## src/hdl/tcw_pkg.sv

```systemverilog
package tcw_pkg;

	localparam int COLUMNS = 80;
	localparam int ROWS = 25;

	localparam int COL_W = $clog2(COLUMNS);
	localparam int ROW_W = $clog2(ROWS);
	localparam int COLX_W = ((COL_W > 3) ? COL_W : 3) + 1;
	localparam int ROWX_W = ROW_W + 2;
	localparam int CELLX_W = $clog2(COLUMNS * ROWS);

	localparam int OPCODE_W = 2;
	localparam int CHAR_W = 8;
	localparam int GCOL_W = 7;
	localparam int GROW_W = 5;
	localparam int CELL_W = 11;
	localparam int TAB_CELLS = 4;

	typedef logic [OPCODE_W-1:0] opcode_t;
	typedef logic [CHAR_W-1:0] char_t;
	typedef logic [GCOL_W-1:0] gcol_t;
	typedef logic [GROW_W-1:0] grow_t;
	typedef logic [GROW_W:0] growx_t;
	typedef logic [COL_W-1:0] col_t;
	typedef logic [ROW_W-1:0] row_t;
	typedef logic [COLX_W-1:0] colx_t;
	typedef logic [ROWX_W-1:0] rowx_t;
	typedef logic [CELLX_W-1:0] cellx_t;
	typedef logic [CELL_W-1:0] cell_t;

	localparam opcode_t OP_STREAM = 2'd0;
	localparam opcode_t OP_GOTO = 2'd1;
	localparam opcode_t OP_BACKSPACE = 2'd2;
	localparam opcode_t OP_RESERVED = 2'd3;

	localparam char_t CH_TAB = 8'd9;
	localparam char_t CH_NEWLINE = 8'd10;
	localparam char_t CH_ESCAPE = 8'd27;
	localparam char_t CH_SPACE = 8'h20;
	localparam char_t COLOUR_RESET = 8'h07;

	typedef struct packed {
		row_t row;
		col_t col;
		char_t colour;
		logic esc;
	} tcw_state_t;

	typedef struct packed {
		logic we;
		logic awe;
		cell_t wcell;
		char_t wchar;
		char_t attr;
		cell_t cursor;
		logic scroll;
	} tcw_result_t;

	function automatic cellx_t cell_of(input row_t r, input col_t c);
		return cellx_t'(r) * cellx_t'(COLUMNS) + cellx_t'(c);
	endfunction

endpackage

```

## src/hdl/text_console_writer_core.sv

```systemverilog
// Text console writer for a character grid.
// Input channel (in_valid, in_stall): one transaction per opcode: a stream
// byte (printable, newline, tab, escape or colour), a goto or a backspace.
// Output channel (out_valid, out_stall): exactly one result transaction per
// input transaction, in order: the cell write for the display memory, the
// cursor cell after the item, and a scroll pulse when the display memory
// must move its rows up by one.
// Latency: the result is valid in the cycle after the input is accepted.
// Throughput: one transaction per cycle; the cursor and colour registers are
// updated at acceptance, so consecutive items see each other's effect.
// The result register decouples the channels: a new input is taken whenever
// the result register is empty or being emptied in the same cycle.
// A stall on the output holds the result and stalls the input only once the
// result register is full.
// Reset clears the cursor to cell 0, sets the colour to 7, drops a pending
// escape and empties the result register.
module text_console_writer_core (
	input  logic                      clk,
	input  logic                      arst_n,
	input  logic                      in_valid,
	output logic                      in_stall,
	input  tcw_pkg::opcode_t          opcode,
	input  tcw_pkg::char_t            char_byte,
	input  tcw_pkg::gcol_t            goto_col,
	input  tcw_pkg::grow_t            goto_row,
	output logic                      out_valid,
	input  logic                      out_stall,
	output logic                      write_enable,
	output logic                      attr_write_enable,
	output tcw_pkg::cell_t            write_cell,
	output tcw_pkg::char_t            write_char,
	output tcw_pkg::char_t            write_attr,
	output tcw_pkg::cell_t            cursor_cell,
	output logic                      scroll_up
);

	tcw_pkg::tcw_state_t state_q;
	tcw_pkg::tcw_state_t state_nxt;
	tcw_pkg::tcw_result_t res_nxt;
	tcw_pkg::tcw_result_t res_s1;
	logic out_valid_q;
	logic in_accept;

	assign in_stall = out_valid_q && out_stall;
	assign in_accept = in_valid && !in_stall;

	tcw_step u_step (
		.cur       (state_q),
		.opcode    (opcode),
		.char_byte (char_byte),
		.goto_col  (goto_col),
		.goto_row  (goto_row),
		.nxt       (state_nxt),
		.res       (res_nxt)
	);

	always_ff @(posedge clk or negedge arst_n) begin
		if (!arst_n) begin
			state_q <= '{row: '0, col: '0, colour: tcw_pkg::COLOUR_RESET, esc: 1'b0};
			out_valid_q <= 1'b0;
		end else begin
			if (in_accept) begin
				state_q <= state_nxt;
				out_valid_q <= 1'b1;
			end else if (!out_stall) begin
				out_valid_q <= 1'b0;
			end
		end
	end

	always_ff @(posedge clk) begin
		if (in_accept) begin
			res_s1 <= res_nxt;
		end
	end

	assign out_valid = out_valid_q;
	assign write_enable = res_s1.we;
	assign attr_write_enable = res_s1.awe;
	assign write_cell = res_s1.wcell;
	assign write_char = res_s1.wchar;
	assign write_attr = res_s1.attr;
	assign cursor_cell = res_s1.cursor;
	assign scroll_up = res_s1.scroll;

endmodule

```

## src/hdl/tcw_step.sv

```systemverilog
module tcw_step (
	input  tcw_pkg::tcw_state_t  cur,
	input  tcw_pkg::opcode_t     opcode,
	input  tcw_pkg::char_t       char_byte,
	input  tcw_pkg::gcol_t       goto_col,
	input  tcw_pkg::grow_t       goto_row,
	output tcw_pkg::tcw_state_t  nxt,
	output tcw_pkg::tcw_result_t res
);

	logic is_newline;
	logic is_tab;
	tcw_pkg::cellx_t cur_cell;
	tcw_pkg::colx_t adv_delta;
	tcw_pkg::colx_t adv_col0;
	tcw_pkg::colx_t adv_col1;
	tcw_pkg::colx_t adv_col2;
	logic adv_w1;
	logic adv_w2;
	tcw_pkg::rowx_t adv_row;
	logic adv_scroll;
	tcw_pkg::row_t adv_row_n;
	tcw_pkg::col_t adv_col_n;
	logic at_zero;
	tcw_pkg::row_t bs_row;
	tcw_pkg::col_t bs_col;
	tcw_pkg::row_t goto_row_c;
	tcw_pkg::col_t goto_col_c;

	assign is_newline = (char_byte == tcw_pkg::CH_NEWLINE);
	assign is_tab = (char_byte == tcw_pkg::CH_TAB);
	assign cur_cell = tcw_pkg::cell_of(cur.row, cur.col);

	assign adv_delta = is_tab ? tcw_pkg::colx_t'(tcw_pkg::TAB_CELLS) : tcw_pkg::colx_t'(1);
	assign adv_col0 = tcw_pkg::colx_t'(cur.col) + adv_delta;
	assign adv_w1 = (adv_col0 >= tcw_pkg::colx_t'(tcw_pkg::COLUMNS));
	assign adv_col1 = adv_w1 ? adv_col0 - tcw_pkg::colx_t'(tcw_pkg::COLUMNS) : adv_col0;
	assign adv_w2 = (adv_col1 >= tcw_pkg::colx_t'(tcw_pkg::COLUMNS));
	assign adv_col2 = adv_w2 ? adv_col1 - tcw_pkg::colx_t'(tcw_pkg::COLUMNS) : adv_col1;

	assign adv_row = tcw_pkg::rowx_t'(cur.row) + (is_newline ? tcw_pkg::rowx_t'(1)
		: tcw_pkg::rowx_t'(adv_w1) + tcw_pkg::rowx_t'(adv_w2));
	assign adv_scroll = (adv_row >= tcw_pkg::rowx_t'(tcw_pkg::ROWS));
	assign adv_row_n = adv_scroll ? tcw_pkg::row_t'(tcw_pkg::ROWS - 1) : tcw_pkg::row_t'(adv_row);
	assign adv_col_n = (adv_scroll || is_newline) ? '0 : tcw_pkg::col_t'(adv_col2);

	assign at_zero = (cur.row == '0) && (cur.col == '0);
	assign bs_col = (cur.col != '0) ? cur.col - tcw_pkg::col_t'(1)
		: tcw_pkg::col_t'(tcw_pkg::COLUMNS - 1);
	assign bs_row = (cur.col != '0) ? cur.row : cur.row - tcw_pkg::row_t'(1);

	assign goto_col_c = (goto_col > tcw_pkg::gcol_t'(tcw_pkg::COLUMNS - 1))
		? tcw_pkg::col_t'(tcw_pkg::COLUMNS - 1) : tcw_pkg::col_t'(goto_col);
	assign goto_row_c = (tcw_pkg::growx_t'(goto_row) > tcw_pkg::growx_t'(tcw_pkg::ROWS - 1))
		? tcw_pkg::row_t'(tcw_pkg::ROWS - 1) : tcw_pkg::row_t'(goto_row);

	always_comb begin
		nxt = cur;
		res = '0;
		case (opcode)
			tcw_pkg::OP_STREAM: begin
				if (cur.esc) begin
					nxt.colour = char_byte;
					nxt.esc = 1'b0;
				end else if (char_byte == tcw_pkg::CH_ESCAPE) begin
					nxt.esc = 1'b1;
				end else begin
					if (!is_newline && !is_tab) begin
						res.we = 1'b1;
						res.awe = 1'b1;
						res.wcell = tcw_pkg::cell_t'(cur_cell);
						res.wchar = char_byte;
						res.attr = cur.colour;
					end
					nxt.row = adv_row_n;
					nxt.col = adv_col_n;
					res.scroll = adv_scroll;
				end
			end
			tcw_pkg::OP_GOTO: begin
				nxt.row = goto_row_c;
				nxt.col = goto_col_c;
			end
			tcw_pkg::OP_BACKSPACE: begin
				if (!at_zero) begin
					nxt.row = bs_row;
					nxt.col = bs_col;
					res.we = 1'b1;
					res.wcell = tcw_pkg::cell_t'(cur_cell - tcw_pkg::cellx_t'(1));
					res.wchar = tcw_pkg::CH_SPACE;
				end
			end
			default: begin
			end
		endcase
		res.cursor = tcw_pkg::cell_t'(tcw_pkg::cell_of(nxt.row, nxt.col));
	end

endmodule

```

## config.mk

```make
export PLATFORM = sky130hd
export DESIGN_NAME = text_console_writer_core
export DESIGN_NICKNAME = d
export VERILOG_FILES = /design/src/hdl/tcw_pkg.sv /design/src/hdl/text_console_writer_core.sv /design/src/hdl/tcw_step.sv
export SDC_FILE = /design/constraint.sdc
export NUM_CORES = 1
export LEC_CHECK = 0
export ABC_AREA = 0
export ABC_CLOCK_PERIOD_IN_PS = 10000
export BUFFER_PORTS_ARGS = -buffer_cell sky130_fd_sc_hd__buf_2
export CAP_MARGIN = 10
export CELL_PAD_IN_SITES_DETAIL_PLACEMENT = 1
export CELL_PAD_IN_SITES_GLOBAL_PLACEMENT = 1
export CORE_MARGIN = 2
export CORE_UTILIZATION = 39
export CTS_BUF_LIST = sky130_fd_sc_hd__clkbuf_8
export CTS_CLUSTER_DIAMETER = 80
export CTS_CLUSTER_SIZE = 10
export DETAILED_ROUTE_END_ITERATION = 16
export PLACE_DENSITY_LB_ADDON = 0.1
export SYNTH_ARGS = -nofsm -noshare
export SYNTH_HDL_FRONTEND = slang
export SYNTH_SLANG_ARGS = --single-unit
export TNS_END_PERCENT = 20
```

## constraint.sdc

```tcl
create_clock -name clk -period 10 [get_ports clk]
set_input_delay 1 -clock clk [delete_from_list [all_inputs] [get_ports clk]]
set_output_delay 1 -clock clk [all_outputs]
set_load 0.005 [all_outputs]
```

Yosys cells after proc, flatten, opt, wreduce, memory -nomap -nowiden
Cells that the tools add are included.

Register bits after elaboration: 63. Input port bits: 26.

$add $sub $neg: 10. Multipliers: 2. Order comparisons: 5. Equal/unequal tests: 6. Mux-type cells: 25. Bitwise gates (word level): 2. Reductions and logical operators: 16.

Operator list (count): $mux 29 (3); $pmux 19 s2 (1); $mux 12 (3); $pmux 12 s3 (1); $mux 7 (5); $add 11x7->11 (2); $mux 19 (1); $eq 8x4->1 const B (2); $ge 8x7->1 const B (2); $mux 5 (3); $mul 5x3->7 const B (2); $sub 11x1->11 const B (1); $add 7x8->8 (1); $eq 8x5->1 const B (1); $mux 8 (1); $sub 8x7->8 const B (1); $add 5x7->7 (1); $ge 7x5->1 const B (1); $gt 7x7->1 const B (1); $logic_not 7->1 (1); $reduce_bool 7->1 (1); $sub 7x1->7 const B (1); $sub 7x7->7 const B (1); $gt 5x5->1 const B (1); other kinds (18) (28).

Depth between registers and ports, before layout
Depth in word-level cells: 17. Mapped depth: 40. Gate-level depth less buffers: 37.

Hierarchy
A second synthesis with hierarchy kept.

Cell total of the unflattened synthesis: 478. Area, all modules: 4757.1 sq um.

Modules (own cells, without submodules): tcw_step (instances 1, cells an instance 389, area an instance 2681.3 sq um, seq. area each 0.0 sq um); text_console_writer_core (instances 1, cells an instance 89, area an instance 2075.7 sq um, seq. area each 1785.5 sq um).

Least setup slack after synthesis
OpenSTA, ideal clock, no wires.

Path type: input-to-reg. Start: in char_byte[0]. End: reg res_s1, in the netlist cursor_cell[10], data pin. Arrival time: 8.133 ns. Required time: 9.735 ns. Path slack: 1.602 ns. Cell stages on the path: 39. Cells stage by stage: clkbuf_1 > nor3b_1 > nand4_1 > clkbuf_1 > ha_1 > ha_1 > a21oi_1 > o22a_1 > inv_1 > ha_1 > inv_1 > a21oi_1 > or3_1 > a32o_1 > inv_1 > ha_1 > o211ai_1 > o31ai_2 > (+3 left out) > ha_1 > fa_1 > nor2_1 > a311oi_1 > o211a_1 > nor3_1 > a211o_1 > o2bb2ai_1 > ha_1 > ha_1 > inv_1 > fa_1 > nor2b_1 > o21ai_0 > nor3_1 > a21oi_1 > o211ai_1 > xor2_1.

RTL lines: from (decl) (line text_console_writer_core.sv:23) `input tcw_pkg::char_t char_byte,`; to (signal assigned) (line text_console_writer_core.sv:73) `res_s1 <= res_nxt;`; to (decl) (line text_console_writer_core.sv:40) `tcw_pkg::tcw_result_t res_s1;`.

==> impl_results.md <==
* Outcome: complete, no violations
* DP Worst Slack at between 400 and 500 ps
* Layout area overhead at 13.34%
* # rows at 39
* Share of layout cells above drive strength 1 at 0.2018
* Yosys warnings at 0
* Reg clk slew, reported paths at around 80 ps
* Post-CTS Setup Bufs at 0
* Per-cell routed wire length at 20.29 um
* Final Setup Violations at 0
* Clock Tree Root: clkbuf_8
* Synth Register Bits at 63
* Drt drc at 0
* Worst path most repeated cell: ha_1
* Commonest non-fill, non-tap cell in the layout: buf_2
* Net Count, Synth at about 540
* Worst Path Max Fanout at 13
* Startpoint Class: input port
* Filler cells at 1335
* Global-route wire length before repair at around 23000 um
* Tcrit/Tclk final at 0.9274
* Cts repair resizes at 0
* I/O pin total at ~70
* Seq/Total Area, Yosys at 0.3868
* Crit end category: flip-flop
* Critical path class: in -> reg
* Max Cap Violations at 0
* Fmax at about 110 MHz
* Asr flop ratio synth at 0.3492
* Pins Over Slew Limit at 0
* 1st-iter DRT viols at between 200 and 300
* Clock Latency Late Sink at 370 ps
* CTS tree: done
* Vias at between 4000 and 5000
* PortBufs at 68
* Total Die Area at around 13000 um^2
* Worst Slack Setup Final at between 700 and 800 ps
* Hold-fix buffers at CTS at 0
* Drt total wl at around 14000 um
* Hold crit path type: reg -> reg
* CTS Buf Count at 9
* Die height at 112.8 um
* Vias in the first global route at roughly 4300
* WP data required at roughly 10000 ps
* Setup TNS Final at 0 ps
* CP max stage cell: fa_1
* Grt total ovfl at 0
* WP data arrival at between 9000 and 10000 ps
* Post-synthesis instance area at between 4000 and 5000 um^2
* GRT Total Usage at 0.2272
* Relative slew slack at 0.2563
* Post-route ant nets at 0
* Post-detail-place hpwl at between 10000 and 15000 um
* P per Cell Area at ~210 nW/um^2
* Leading cell types in the layout, fill and taps excluded: buf_2, edfxtp_1, nand2_1
* Commonest register cell after synthesis: edfxtp_1
* Period minus WS final at 9274 ps
* Setup Skew at approximately 10 ps
* Post-synth EDFFs at 41
* Syn Inst Count at approximately 480
* Nets at between 500 and 600
* Library cells used by synthesis at between 70 and 80
* Syn Area/Cell at approximately 9.6 um^2
* N_diodes at 0
* Core box area at roughly 11000 um^2
* Placer Congestion at 0.9433
* Pin count of the biggest net entering global routing at 33
* H-tree depth reported by CTS at 3
* Largest buffer count on any clock path at 2
* Initial antenna violation count at 0
* Starting density of the core at 0.4025
* CTS Sinks at 63
* Chip width at 112.8 um
* DR vias/cell at approximately 6
* Slew @ Worst Pin at roughly 1100 ps
* 1st-pass router iterations at 4
* Max stage delay on crit path at 610 ps
* VDD IR max at ~0.1 mV
* Leak at 2.208 nW
* RSZ-0062 raised after global routing: no
* Final hold vios at 0
state kept, by name, summed over array words and instances (netlist names):
signal / cells
state_q: 21
cursor_cell: 11
write_cell: 11
write_attr: 8
write_char: 8
attr_write_enable: 1
out_valid: 1
scroll_up: 1
write_enable: 1
final timing paths:
check | start | end | slack (ps) | depth (start not counted)
min | state_q[4]$_DFFE_PN0P_ | state_q[4]$_DFFE_PN0P_ | 500 | 1
min reg2reg | state_q[4]$_DFFE_PN0P_ | state_q[4]$_DFFE_PN0P_ | 500 | 1
max in group asynchronous | arst_n | state_q[9]$_DFFE_PN0P_ | 8990 | 1
min in group asynchronous | arst_n | state_q[8]$_DFFE_PN0P_ | 620 | 1
max | char_byte[0] | cursor_cell[10]$_DFFE_PP_ | 730 | 37
max reg2reg | state_q[11]$_DFFE_PN0P_ | cursor_cell[10]$_DFFE_PP_ | 1810 | 32
kinds of logic (layout without fill, tap and decap cells):
kind of cell,count (synthesis),count (layout),synth area share
AO/OA/AOI/OAI,156,156,0.2339
AND/OR/NAND/NOR,148,148,0.1708
flip-flops,63,63,0.3868
buffers and inverters,52,114,0.04690
adder cells (fa/ha/maj),33,33,0.09759
XOR/XNOR,21,21,0.03985
multiplexers,10,10,0.02413
synthesized netlist by cell type, types with 4 or more instances:
library cell	number	share of area
nor2b_1	8	0.011
o22ai_1	6	0.0081
a21oi_1	26	0.028
o211ai_1	8	0.013
o21ai_0	23	0.025
nor4_1	4	0.0054
xor2_1	7	0.013
xnor2_1	14	0.027
nor2_1	31	0.025
o22a_1	4	0.0076
inv_1	25	0.020
nand3_1	11	0.012
edfxtp_1	41	0.27
o41ai_1	6	0.011
nor3_1	12	0.013
dfrtp_1	19	0.10
and3_1	12	0.016
nand2_1	33	0.027
o31ai_1	7	0.011
and2_1	4	0.0054
a21o_1	7	0.011
o21ai_1	15	0.016
mux2_2	8	0.020
o2bb2ai_1	4	0.0076
or3_1	5	0.0068
clkbuf_1	13	0.011
a31oi_1	11	0.015
fa_1	5	0.022
ha_1	28	0.076
nand4_1	4	0.0054
o21a_1	4	0.0065
nand2b_1	6	0.0081
buf_2	8	0.0087
area by class of cell:
type                       instances  area [um^2]  share of cell area
sequential                        63         1785              0.3413
tap                              143        178.9             0.03420
multi-input combinational        368         2614              0.4996
timing repair buffer              69        347.8             0.06649
inverter                          29        108.9             0.02081
clock buffer                       9        123.9             0.02368
clock inverter                     7        72.57             0.01387
worst max-delay path: cells and delay by family:
kind | cells | cell delay [ps]
simple gates | 6 | 1370
fa+ha+maj | 10 | 3290
compound gates | 14 | 3000
xor+xnor | 1 | 150
buf+inv | 6 | 590
layer usage:
metal | up-vias | GRT usage | part of all wire
li1 | 1945 | - | -
met1 | 2039 | 0.2923 | 0.44
met2 | 94 | 0.3784 | 0.49
met3 | 25 | 0.04178 | 0.049
met4 | 0 | 0.09187 | 0.020
met5 | - | 0 | 0
through the flow:
| stage | area [um^2] | cells | util | total power [W] | hold WS (ps) |
|---|---|---|---|---|---|
| 5_1_grt | 5231 | 688 | 0.4562 | 0.001192 | 512.5 |
| 4_1_cts | 5231 | 688 | 0.4562 | 0.001115 | 506.2 |
| 6_report | 5231 | 688 | 0.4562 | 0.001110 | 503.2 |
| 3_5_place_dp | 5035 | 672 | 0.4391 | 0.0008793 | 488.5 |
| 2_1_floorplan | 4616 | 483 | - | 0.0007418 | 470.6 |
| 3_3_place_gp | 5035 | 672 | 0.4391 | 0.0008576 | 482.9 |
power by group:
| group | switching (W) | internal [W] | total, W |
|---|---|---|---|
| Combinational | 0.000290 | 0.000208 | 0.000498 |
| Clock | 0.000114 | 0.000115 | 0.000230 |
| Sequential | 0.0000540 | 0.000328 | 0.000382 |
Power figures use the tool's default switching activity.
